`src/hw/rtl/decimal_key_to_serial_lookup_defines.svh`:
```
// Assertion macros used by dksl_ctrl in the key lookup RTL.
// Expects the including module to have clk and arst_n in scope.
`ifndef DECIMAL_KEY_TO_SERIAL_LOOKUP_DEFINES_SVH
`define DECIMAL_KEY_TO_SERIAL_LOOKUP_DEFINES_SVH

// Same-cycle implication, off while reset is asserted
`define DKSL_ASSERT_IMP(lbl, ante, cons, msg) \
	lbl: assert property (@(posedge clk) disable iff (!arst_n) (ante) |-> (cons)) \
		else $error(msg);

// Next-cycle implication, off while reset is asserted
`define DKSL_ASSERT_NXT(lbl, ante, cons, msg) \
	lbl: assert property (@(posedge clk) disable iff (!arst_n) (ante) |=> (cons)) \
		else $error(msg);

`endif

```
`src/hw/rtl/dksl_pkg.sv`:
```
// Types and constants for the decimal key to serial lookup block.
// No dependencies; used by dksl_ctrl, dksl_dp and the top level.
`default_nettype none

package dksl_pkg;

	localparam int KEY_W        = 50;
	localparam int SERIAL_W     = 44;
	localparam int IDX_W        = 10;
	localparam int CNT_W        = 11;
	localparam int KEY_CHARS    = 15;
	localparam int KEY_CHARS_W  = 8 * KEY_CHARS;
	localparam int CONV_DIGITS  = 3;
	localparam int CONV_STEPS   = KEY_CHARS / CONV_DIGITS;
	localparam int SER_DIGITS   = 13;
	localparam int SER_HI_CHARS = 8;
	localparam int SER_LO_CHARS = SER_DIGITS - SER_HI_CHARS;
	localparam int BCD_DIGITS   = 14;
	localparam int BCD_W        = 4 * BCD_DIGITS;
	localparam int BCD_BITS     = 4;
	localparam int BCD_STEPS    = SERIAL_W / BCD_BITS;
	localparam int STEP_W       = 4;

	localparam logic [7:0] ASCII_ZERO = 8'h30;
	localparam logic [7:0] ASCII_NINE = 8'h39;

	localparam logic KIND_LOAD   = 1'b0;
	localparam logic KIND_LOOKUP = 1'b1;

	typedef struct packed {
		logic                 kind;
		logic [IDX_W-1:0]     entry_index;
		logic [KEY_W-1:0]     entry_key;
		logic [SERIAL_W-1:0]  entry_serial;
		logic [63:0]          key_chars_high;
		logic [55:0]          key_chars_low;
	} dksl_req_t;

	typedef struct packed {
		logic                 found;
		logic                 bad_char;
		logic [SERIAL_W-1:0]  serial_value;
		logic [63:0]          serial_chars_high;
		logic [39:0]          serial_chars_low;
	} dksl_rsp_t;

	typedef struct packed {
		logic write;
		logic capture;
		logic conv;
		logic read;
		logic probe;
		logic bcd;
		logic emit;
	} dksl_cmd_t;

	typedef struct packed {
		logic skip;
		logic eq;
		logic miss;
		logic serial_zero;
	} dksl_sts_t;

endpackage

`default_nettype wire

```
`src/hw/rtl/dksl_ctrl.sv`:
```
// Sequencer for the lookup: conversion, search probes, BCD steps, result.
// Depends on dksl_pkg and decimal_key_to_serial_lookup_defines.svh.
`default_nettype none
`include "decimal_key_to_serial_lookup_defines.svh"

module dksl_ctrl import dksl_pkg::*; (
	input  wire logic      clk,
	input  wire logic      arst_n,
	input  wire logic      start,
	input  wire logic      kind,
	input  wire dksl_sts_t sts,
	output dksl_cmd_t      cmd,
	output logic           busy,
	output logic           done
);

	typedef enum logic [2:0] {
		ST_IDLE,
		ST_CONV,
		ST_READ,
		ST_CMP,
		ST_BCD,
		ST_FIN
	} state_t;

	state_t             state_q;
	logic [STEP_W-1:0]  step_q;
	logic               busy_q;
	logic               done_q;

	// Decode commands from the current state
	always_comb begin
		cmd         = '0;
		cmd.write   = (state_q == ST_IDLE) && start && (kind == KIND_LOAD);
		cmd.capture = (state_q == ST_IDLE) && start && (kind == KIND_LOOKUP);
		cmd.conv    = (state_q == ST_CONV);
		cmd.read    = (state_q == ST_READ);
		cmd.probe   = (state_q == ST_CMP);
		cmd.bcd     = (state_q == ST_BCD);
		cmd.emit    = (state_q == ST_FIN);
	end

	// Advance state, step counter and registered handshake outputs
	always_ff @(posedge clk or negedge arst_n) begin
		if (!arst_n) begin
			state_q <= ST_IDLE;
			step_q  <= '0;
			busy_q  <= 1'b0;
			done_q  <= 1'b0;
		end else begin
			done_q <= 1'b0;
			case (state_q)
				ST_IDLE: begin
					step_q <= '0;
					if (start && (kind == KIND_LOOKUP)) begin
						busy_q  <= 1'b1;
						state_q <= ST_CONV;
					end
				end
				ST_CONV: begin
					if (step_q == STEP_W'(CONV_STEPS - 1)) begin
						step_q  <= '0;
						state_q <= sts.skip ? ST_FIN : ST_READ;
					end else begin
						step_q <= step_q + 1'b1;
					end
				end
				ST_READ: begin
					state_q <= ST_CMP;
				end
				ST_CMP: begin
					if (sts.eq) begin
						state_q <= sts.serial_zero ? ST_FIN : ST_BCD;
					end else if (sts.miss) begin
						state_q <= ST_FIN;
					end else begin
						state_q <= ST_READ;
					end
				end
				ST_BCD: begin
					if (step_q == STEP_W'(BCD_STEPS - 1)) begin
						step_q  <= '0;
						state_q <= ST_FIN;
					end else begin
						step_q <= step_q + 1'b1;
					end
				end
				ST_FIN: begin
					done_q  <= 1'b1;
					busy_q  <= 1'b0;
					state_q <= ST_IDLE;
				end
				default: begin
					busy_q  <= 1'b0;
					state_q <= ST_IDLE;
				end
			endcase
		end
	end

	assign busy = busy_q;
	assign done = done_q;

	`DKSL_ASSERT_IMP(a_done_not_busy, done_q, !busy_q, "result shown while still busy")
	`DKSL_ASSERT_NXT(a_done_single, done_q, !done_q, "result strobe longer than one cycle")
	`DKSL_ASSERT_NXT(a_lookup_busy, start && !busy_q && (kind == KIND_LOOKUP), busy_q,
		"accepted lookup did not raise busy")
	`DKSL_ASSERT_NXT(a_hit_exit, (state_q == ST_CMP) && sts.eq,
		(state_q == ST_BCD) || (state_q == ST_FIN), "hit did not end the search")

endmodule

`default_nettype wire

```
`config.mk`:
```
export PLATFORM = sky130hd
export DESIGN_NAME = dksl_ctrl
export DESIGN_NICKNAME = d
export VERILOG_FILES = /design/src/hw/rtl/dksl_pkg.sv /design/src/hw/rtl/dksl_ctrl.sv
export VERILOG_INCLUDE_DIRS = /design/src /design/src/hw/rtl
export SDC_FILE = /design/constraint.sdc
export NUM_CORES = 1
export LEC_CHECK = 0
export ABC_CLOCK_PERIOD_IN_PS = 4500
export CORE_MARGIN = 2
export CORE_UTILIZATION = 31
export DETAILED_ROUTE_END_ITERATION = 7
export DONT_BUFFER_PORTS = 1
export PLACE_DENSITY = 0.43
export SYNTH_ARGS = -nofsm -noshare
export SYNTH_HDL_FRONTEND = slang
export SYNTH_SLANG_ARGS = --single-unit
```
`constraint.sdc`:
```
create_clock -name clk -period 4.5 [get_ports clk]
set_clock_uncertainty 0.15 [all_clocks]
set_input_delay 1.125 -clock clk [delete_from_list [all_inputs] [get_ports clk]]
set_output_delay 1.125 -clock clk [all_outputs]
set_load 0.02 [all_outputs]
```
== Word level (Yosys, flattened, before mapping) ==
Index checks and enable logic that the tools add are counted.

* Flip-flop bits (word level): 9
* Logic and storage cells: 40
* Output and inout port bits: 9
* Bits of input ports: 8

* Bitwise operators: 2
* Mux-type cells: 14
* Add/sub/neg operators: 1
* Eq/ne operators: 10
* Reduce and logical (&&, ||, !) cells: 9

{| class="wikitable"
|+ Operators with widths
! cell !! number
|-
| $mux W3 || 6
|-
| $pmux W3 S5 || 1
|-
| $pmux W4 S3 || 1
|-
| $mux W4 || 2
|-
| $eq A3 B2 Y1 const B || 2
|-
| $eq A3 B3 Y1 const B || 2
|-
| $ne A2 B1 Y1 const B || 3
|-
| $add A4 B1 Y4 const B || 1
|-
| $eq A4 B3 Y1 const B || 1
|-
| $eq A4 B4 Y1 const B || 1
|-
| $logic_and A1 B1 Y1 || 4
|-
| $reduce_or A4 Y1 || 1
|-
| $eq A3 B1 Y1 const B || 1
|-
| $logic_not A3 Y1 || 1
|-
| $mux W1 || 3
|-
| $reduce_and A3 Y1 || 1
|-
| $reduce_bool A3 Y1 || 1
|-
| $not A1 Y1 || 2
|-
| $pmux W1 S2 || 1
|-
| $reduce_and A2 Y1 || 1
|}

== Depth between registers and ports, before layout ==
Gate-level depths: netlist (run 1).

* Word-level depth: 4
* Gate-level depth with buffers: 6
* Gate-level depth less buffers: 6

== Worst setup path before layout (run 1) ==
OpenSTA, ideal clock, no wires.

* Path kind: input port to output port
* Start: input port kind
* End: output port cmd[6] (netlist name)
* Setup slack: 1.351 ns
* Stages on the path: 2
* Arrival time: 1.874 ns
* Cell sequence: nand2b_1 -> nor4_1

{| class="wikitable"
|+ RTL lines
! element !! line !! source
|-
| start, declared || dksl_ctrl.sv:10 || <nowiki>input wire logic kind,</nowiki>
|-
| end, declared || dksl_ctrl.sv:12 || <nowiki>output dksl_cmd_t cmd,</nowiki>
|}

==> flow_summary.json, run 1 <==
{
  "cts_setup_buffers": 0,
  "dieArea_sq_um": 2300,
  "synth_top_cell_by_area": "dfrtp_1",
  "vias": 456,
  "synth_fp_nets": 75,
  "critPathMaxStageDelay_ns": 0.66,
  "ctsHoldBuffers": 0,
  "die_h_um": 47.9,
  "crit_family": "simple AND/OR/NAND/NOR gates",
  "synth_area_per_cell_sq_um": 9.34,
  "p_leak_nw": 0.274,
  "path_class": "in -> out",
  "hold_path_class": "in -> async",
  "relSlewSlack_pct": 41.8,
  "start_util_pct": 33.9,
  "whs_ns": 0.396,
  "htreeDepth": 1,
  "coreArea_sq_um": 1760,
  "synthDistinctLibCells": 28,
  "ant_nets": 0,
  "cpMaxStageDelayCell": "nor4_1",
  "numCtsBuffers": 3,
  "rsz0062_at_grt": "no",
  "hold_viol_final": 0,
  "clock_sinks": 9,
  "dp_cells": 86,
  "ys_top_cells_by_area": "dfrtp_1 (38%), ha_1 (6.3%), nand2_1 (5.6%), nand3b_1 (5.0%), o21ai_0 (4.2%)",
  "timing.critical_path.from": "kind",
  "grt_overflow_total": 0,
  "r2r-start": "state_q[0]",
  "outcome": "finished, final reports clean",
  "fmax_mhz": 315,
  "crit_fanout": 3,
  "crit_chain": "nand2b_1, nor4_1",
  "required_ns": 3.22,
  "grt_start_max_net_pins": 13,
  "ys_seq_elements": 9,
  "r2r_setup_slack_ns": 2.76,
  "place_area_sq_um": 606,
  "layout.cells.non_filler": 90,
  "path_clk_slew_ns": 0.07,
  "synth_area_sq_um": 598,
  "regToRegEndpoint": "state_q[1]",
  "nets": 77,
  "grt_pass1_wl_um": 2120,
  "clk_latency_ns": 0.27,
  "diodes": 0,
  "maxCapViolCount": 0,
  "gp_congestion": 0.724,
  "grt_pass1_vias": 446,
  "cts.repair.resized": 0,
  "synth_sequential_area_ratio_pct": 37.7,
  "synthArstFlopShare_pct": 100,
  "routed_wirelength_um": 1200,
  "final_area_sq_um": 632,
  "num_rows": 15,
  "arrival_ns": 1.90,
  "fin_crit_sh_pct": 70.5,
  "slew_violations": 0,
  "endpoint_kind": "output pin",
  "tritoncts": "yes",
  "synth_edf_count": 0,
  "dp_hpwl_um": 887,
  "drc": 0,
  "ios": 17,
  "die_w_um": 47.9,
  "root_buffer": "clkbuf_4",
  "critPathBufInv": 0,
  "start_kind": "input pin",
  "reg2reg_depth": 4,
  "ys.flop_type": "dfrtp_1",
  "clock_path_buffers": 2,
  "finalSetupTns_ns": 0,
  "power_density_nw_per_um2": 690,
  "synthTopCellsByCount": "dfrtp_1 (9), nand2_1 (9), o21ai_0 (5), inv_1 (4), nand3b_1 (4)",
  "antenna_found_initial": 0,
  "setup_viol": 0,
  "p_total_mw": 0.436,
  "drtPass1Iterations": 2,
  "ys_warn_count": 0,
  "routedWlPerCell_um": 13.3,
  "viasPerCell": 5.07,
  "netlist_instances": 64,
  "drt_iter0_drc": 1,
  "netlist.area_leader.share_pct": 37.7,
  "vdd_drop_max_v": 0.000251,
  "grt_util_all_layers_pct": 13.8,
  "drive_gt1_share_pct": 12.3,
  "io_buffers": 0,
  "tightest_slew_ns": 0.865,
  "fin_crit_ns": 3.17,
  "syn2layout_area_growth_pct": 5.65
}
layout by cell type, fill, tap and decap left out, drive strengths merged, types with 3 or more instances in the layout:
cell type and instances:
nand3b 4, dfrtp 9, nor2 4, ha 3, o21ai 6, nand2 9
clkbuf 4, a22o 3, inv 4
kinds of logic after synthesis:
family | after synthesis | synth area share, %
AND/OR/NAND/NOR | 28 | 27.6
AO/OA/AOI/OAI | 15 | 18.8
flip-flops | 9 | 37.7
buffers and inverters | 7 | 6.48
adder cells (fa/ha/maj) | 3 | 6.28
XOR/XNOR | 1 | 1.46
multiplexers | 1 | 1.67
area by class of cell:
| class | instances | area (sq um) |
|---|---|---|
| Fill cell | 201 | 1130 |
| Clock buffer | 4 | 26.3 |
| Sequential cell | 9 | 225 |
| Inverter | 4 | 15.0 |
| Multi-Input combinational cell | 48 | 334 |
| Tap cell | 25 | 31.3 |
stage by stage:
stage | utilization (%) | setup WS (ns)
4_1_cts | 35.8 | 1.32
6_report | 35.8 | 1.33
3_3_place_gp | 34.3 | 1.32
5_1_grt | 35.8 | 1.26
3_5_place_dp | 34.3 | 1.32
2_1_floorplan | - | 1.35
report_power, final:
group | switching (mW) | internal [mW]
logic | 0.106 | 0.0849
registers | 0.0669 | 0.113
clock network | 0.0308 | 0.0343
total | 0.204 | 0.232
routing by layer:
metal,wire [um],global-route usage (%),share of wire [%]
met1,599,18.7,50
met2,513,18.7,43
met3,78,7.17,6.5
met4,9,4.86,0.75
met5,0,0,0
worst max path at each step:
stage / endpoint / cells past startpoint
after floorplan: cmd[6] / 2
after global placement: cmd[6] / 2
after detailed placement: cmd[6] / 2
after CTS: cmd[6] / 2
after global routing: cmd[6] / 2
final: cmd[6] / 2
flip-flops by register name, summed over array words and instances, names as in the netlist:
signal and count:
done 1, busy 1, state_q 3, step_q 4
Power figures use the tool's default switching activity.
==> run 2: changes to the inputs <==
--- a/config.mk
+++ b/config.mk
@@ -6,12 +6,12 @@
 export SDC_FILE = /design/constraint.sdc
 export NUM_CORES = 1
 export LEC_CHECK = 0
-export ABC_CLOCK_PERIOD_IN_PS = 4500
+export ABC_CLOCK_PERIOD_IN_PS = 2700
 export CORE_MARGIN = 2
 export CORE_UTILIZATION = 31
 export DETAILED_ROUTE_END_ITERATION = 7
 export DONT_BUFFER_PORTS = 1
-export PLACE_DENSITY = 0.43
+export PLACE_DENSITY = 0.44
 export SYNTH_ARGS = -nofsm -noshare
 export SYNTH_HDL_FRONTEND = slang
 export SYNTH_SLANG_ARGS = --single-unit
==> constraint.sdc (replaced) <==
create_clock -name clk -period 2.7 [get_ports clk]
set_clock_uncertainty 0.15 [all_clocks]
set_input_delay 0.675 -clock clk [delete_from_list [all_inputs] [get_ports clk]]
set_output_delay 0.675 -clock clk [all_outputs]
set_load 0.02 [all_outputs]
==> run 2 against run 1 <==
Effect of this change:
- critical path depth unchanged
- routed wire length decreased by 2.9%
- non-clock buffer count grew 4
- setup slack got worse by 0.87 ns
- final cell count is 4.4% higher
- combinational power grew 75%
- hold slack improved by 0.028 ns
- critical path type is now reg -> out
- highest routed layer unchanged
==> flow_summary.json, run 2 (same netlist as run 1, synthesis figures left out) <==
{
  "cts.repair.resized": 0,
  "root_buffer": "clkbuf_4",
  "dp_hpwl_um": 894,
  "io_buffers": 0,
  "ctsHoldBuffers": 1,
  "viasPerCell": 5.02,
  "top_regs": "step_q (4), state_q (3)",
  "reg2reg_depth": 4,
  "grt_pass1_vias": 443,
  "vdd_drop_max_v": 0.000412,
  "drive_gt1_share_pct": 17.4,
  "outcome": "finished, final reports clean",
  "maxCapViolCount": 0,
  "arrival_ns": 1.41,
  "gp_congestion": 0.705,
  "crit_fanout": 11,
  "rsz0062_at_grt": "no",
  "dieArea_sq_um": 2300,
  "ios": 17,
  "place_area_sq_um": 628,
  "timing.critical_path.from": "state_q[0]",
  "die_w_um": 47.9,
  "fmax_mhz": 447,
  "whs_ns": 0.424,
  "finalSetupTns_ns": 0,
  "fin_crit_sh_pct": 82.9,
  "routed_wirelength_um": 1170,
  "start_util_pct": 33.9,
  "coreArea_sq_um": 1760,
  "top_register": "step_q",
  "crit_family": "simple AND/OR/NAND/NOR gates",
  "endpoint_kind": "output pin",
  "nets": 81,
  "diodes": 0,
  "drtPass1Iterations": 4,
  "drc": 0,
  "vias": 472,
  "htreeDepth": 1,
  "crit_chain": "or2b_1, nor2_1",
  "p_leak_nw": 0.297,
  "relSlewSlack_pct": 64.9,
  "final_area_sq_um": 666,
  "slew_violations": 0,
  "hold_path_depth": 2,
  "die_h_um": 47.9,
  "clock_sinks": 9,
  "tritoncts": "yes",
  "p_total_mw": 0.739,
  "clk_latency_ns": 0.26,
  "power_density_nw_per_um2": 1110,
  "hold_viol_final": 0,
  "cpMaxStageDelayCell": "dfrtp_1",
  "routedWlPerCell_um": 12.4,
  "min_from": "sts[3]",
  "clock_path_buffers": 2,
  "dp_cells": 89,
  "drt_iter0_drc": 7,
  "critPathMaxStageDelay_ns": 0.56,
  "grt_util_all_layers_pct": 13.0,
  "num_rows": 15,
  "r2r-start": "state_q[0]",
  "syn2layout_area_growth_pct": 11.3,
  "hold_path_class": "in -> reg",
  "required_ns": 1.88,
  "layout.cells.non_filler": 94,
  "grt_pass1_wl_um": 2050,
  "antenna_found_initial": 0,
  "setup_viol": 0,
  "tightest_slew_ns": 0.524,
  "path_clk_slew_ns": 0.07,
  "cts_setup_buffers": 0,
  "critPathBufInv": 0,
  "hold_end": "state_q[1]",
  "regToRegEndpoint": "step_q[0]",
  "numCtsBuffers": 3,
  "largest_reg_flops": 4,
  "layout_common_cells": "nand2_1 (9), dfrtp_1 (9), o21ai_0 (5)",
  "grt_start_max_net_pins": 13,
  "r2r_setup_slack_ns": 0.96,
  "path_class": "reg -> out",
  "grt_overflow_total": 0,
  "start_kind": "flop",
  "fin_crit_ns": 2.24,
  "ant_nets": 0
}
-- run 2: changes by cell type in the layout (fill, tap and decap cells not counted), sizes merged --
| cell | delta |
|---|---|
| clkbuf | -1 |
| dlygate4sd3 | +1 |
| clkinv | +1 |
| buf | +3 |
-- run 2: cell type report --
| cell class | instances | area [sq um] |
|---|---|---|
| repair buffers | 4 | 32.5 |
| clock inverters | 1 | 5.00 |
| fillers | 200 | 1100 |
| multi-input cells | 48 | 334 |
| flip-flops and latches | 9 | 225 |
| inverters | 4 | 15.0 |
| well taps | 25 | 31.3 |
| clock buffers | 3 | 22.5 |
-- run 2: metrics by stage --
stage / utilization [%] / setup WS, ns
floorplan: - / 0.451
finish: 37.7 / 0.462
global route: 37.7 / 0.382
detailed placement: 35.6 / 0.719
global placement: 35.6 / 0.741
CTS: 37.7 / 0.435
-- run 2: how the worst max path moves through the flow --
stage | cells after the start | endpoint | slack [ns]
after floorplan | 2 | cmd[6] | 0.45
after global placement | 2 | cmd[2] | 0.74
after detailed placement | 3 | cmd[6] | 0.72
after CTS | 2 | cmd[2] | 0.43
after global routing | 3 | cmd[3] | 0.38
final | 2 | cmd[2] | 0.46
-- run 2: layer usage --
metal / share of wire, % / track usage [%] / vias to the layer above
met5: 0 / 0 / -
met4: 0.94 / 4.86 / 0
met3: 5.4 / 4.15 / 2
met2: 44 / 17.1 / 12
met1: 50 / 19.6 / 221
li1: - / - / 237
-- run 2: where the power goes --
part | internal (mW) | switching, mW
Clock | 0.0547 | 0.0533
Sequential | 0.188 | 0.108
Combinational | 0.150 | 0.186
Total | 0.393 | 0.347
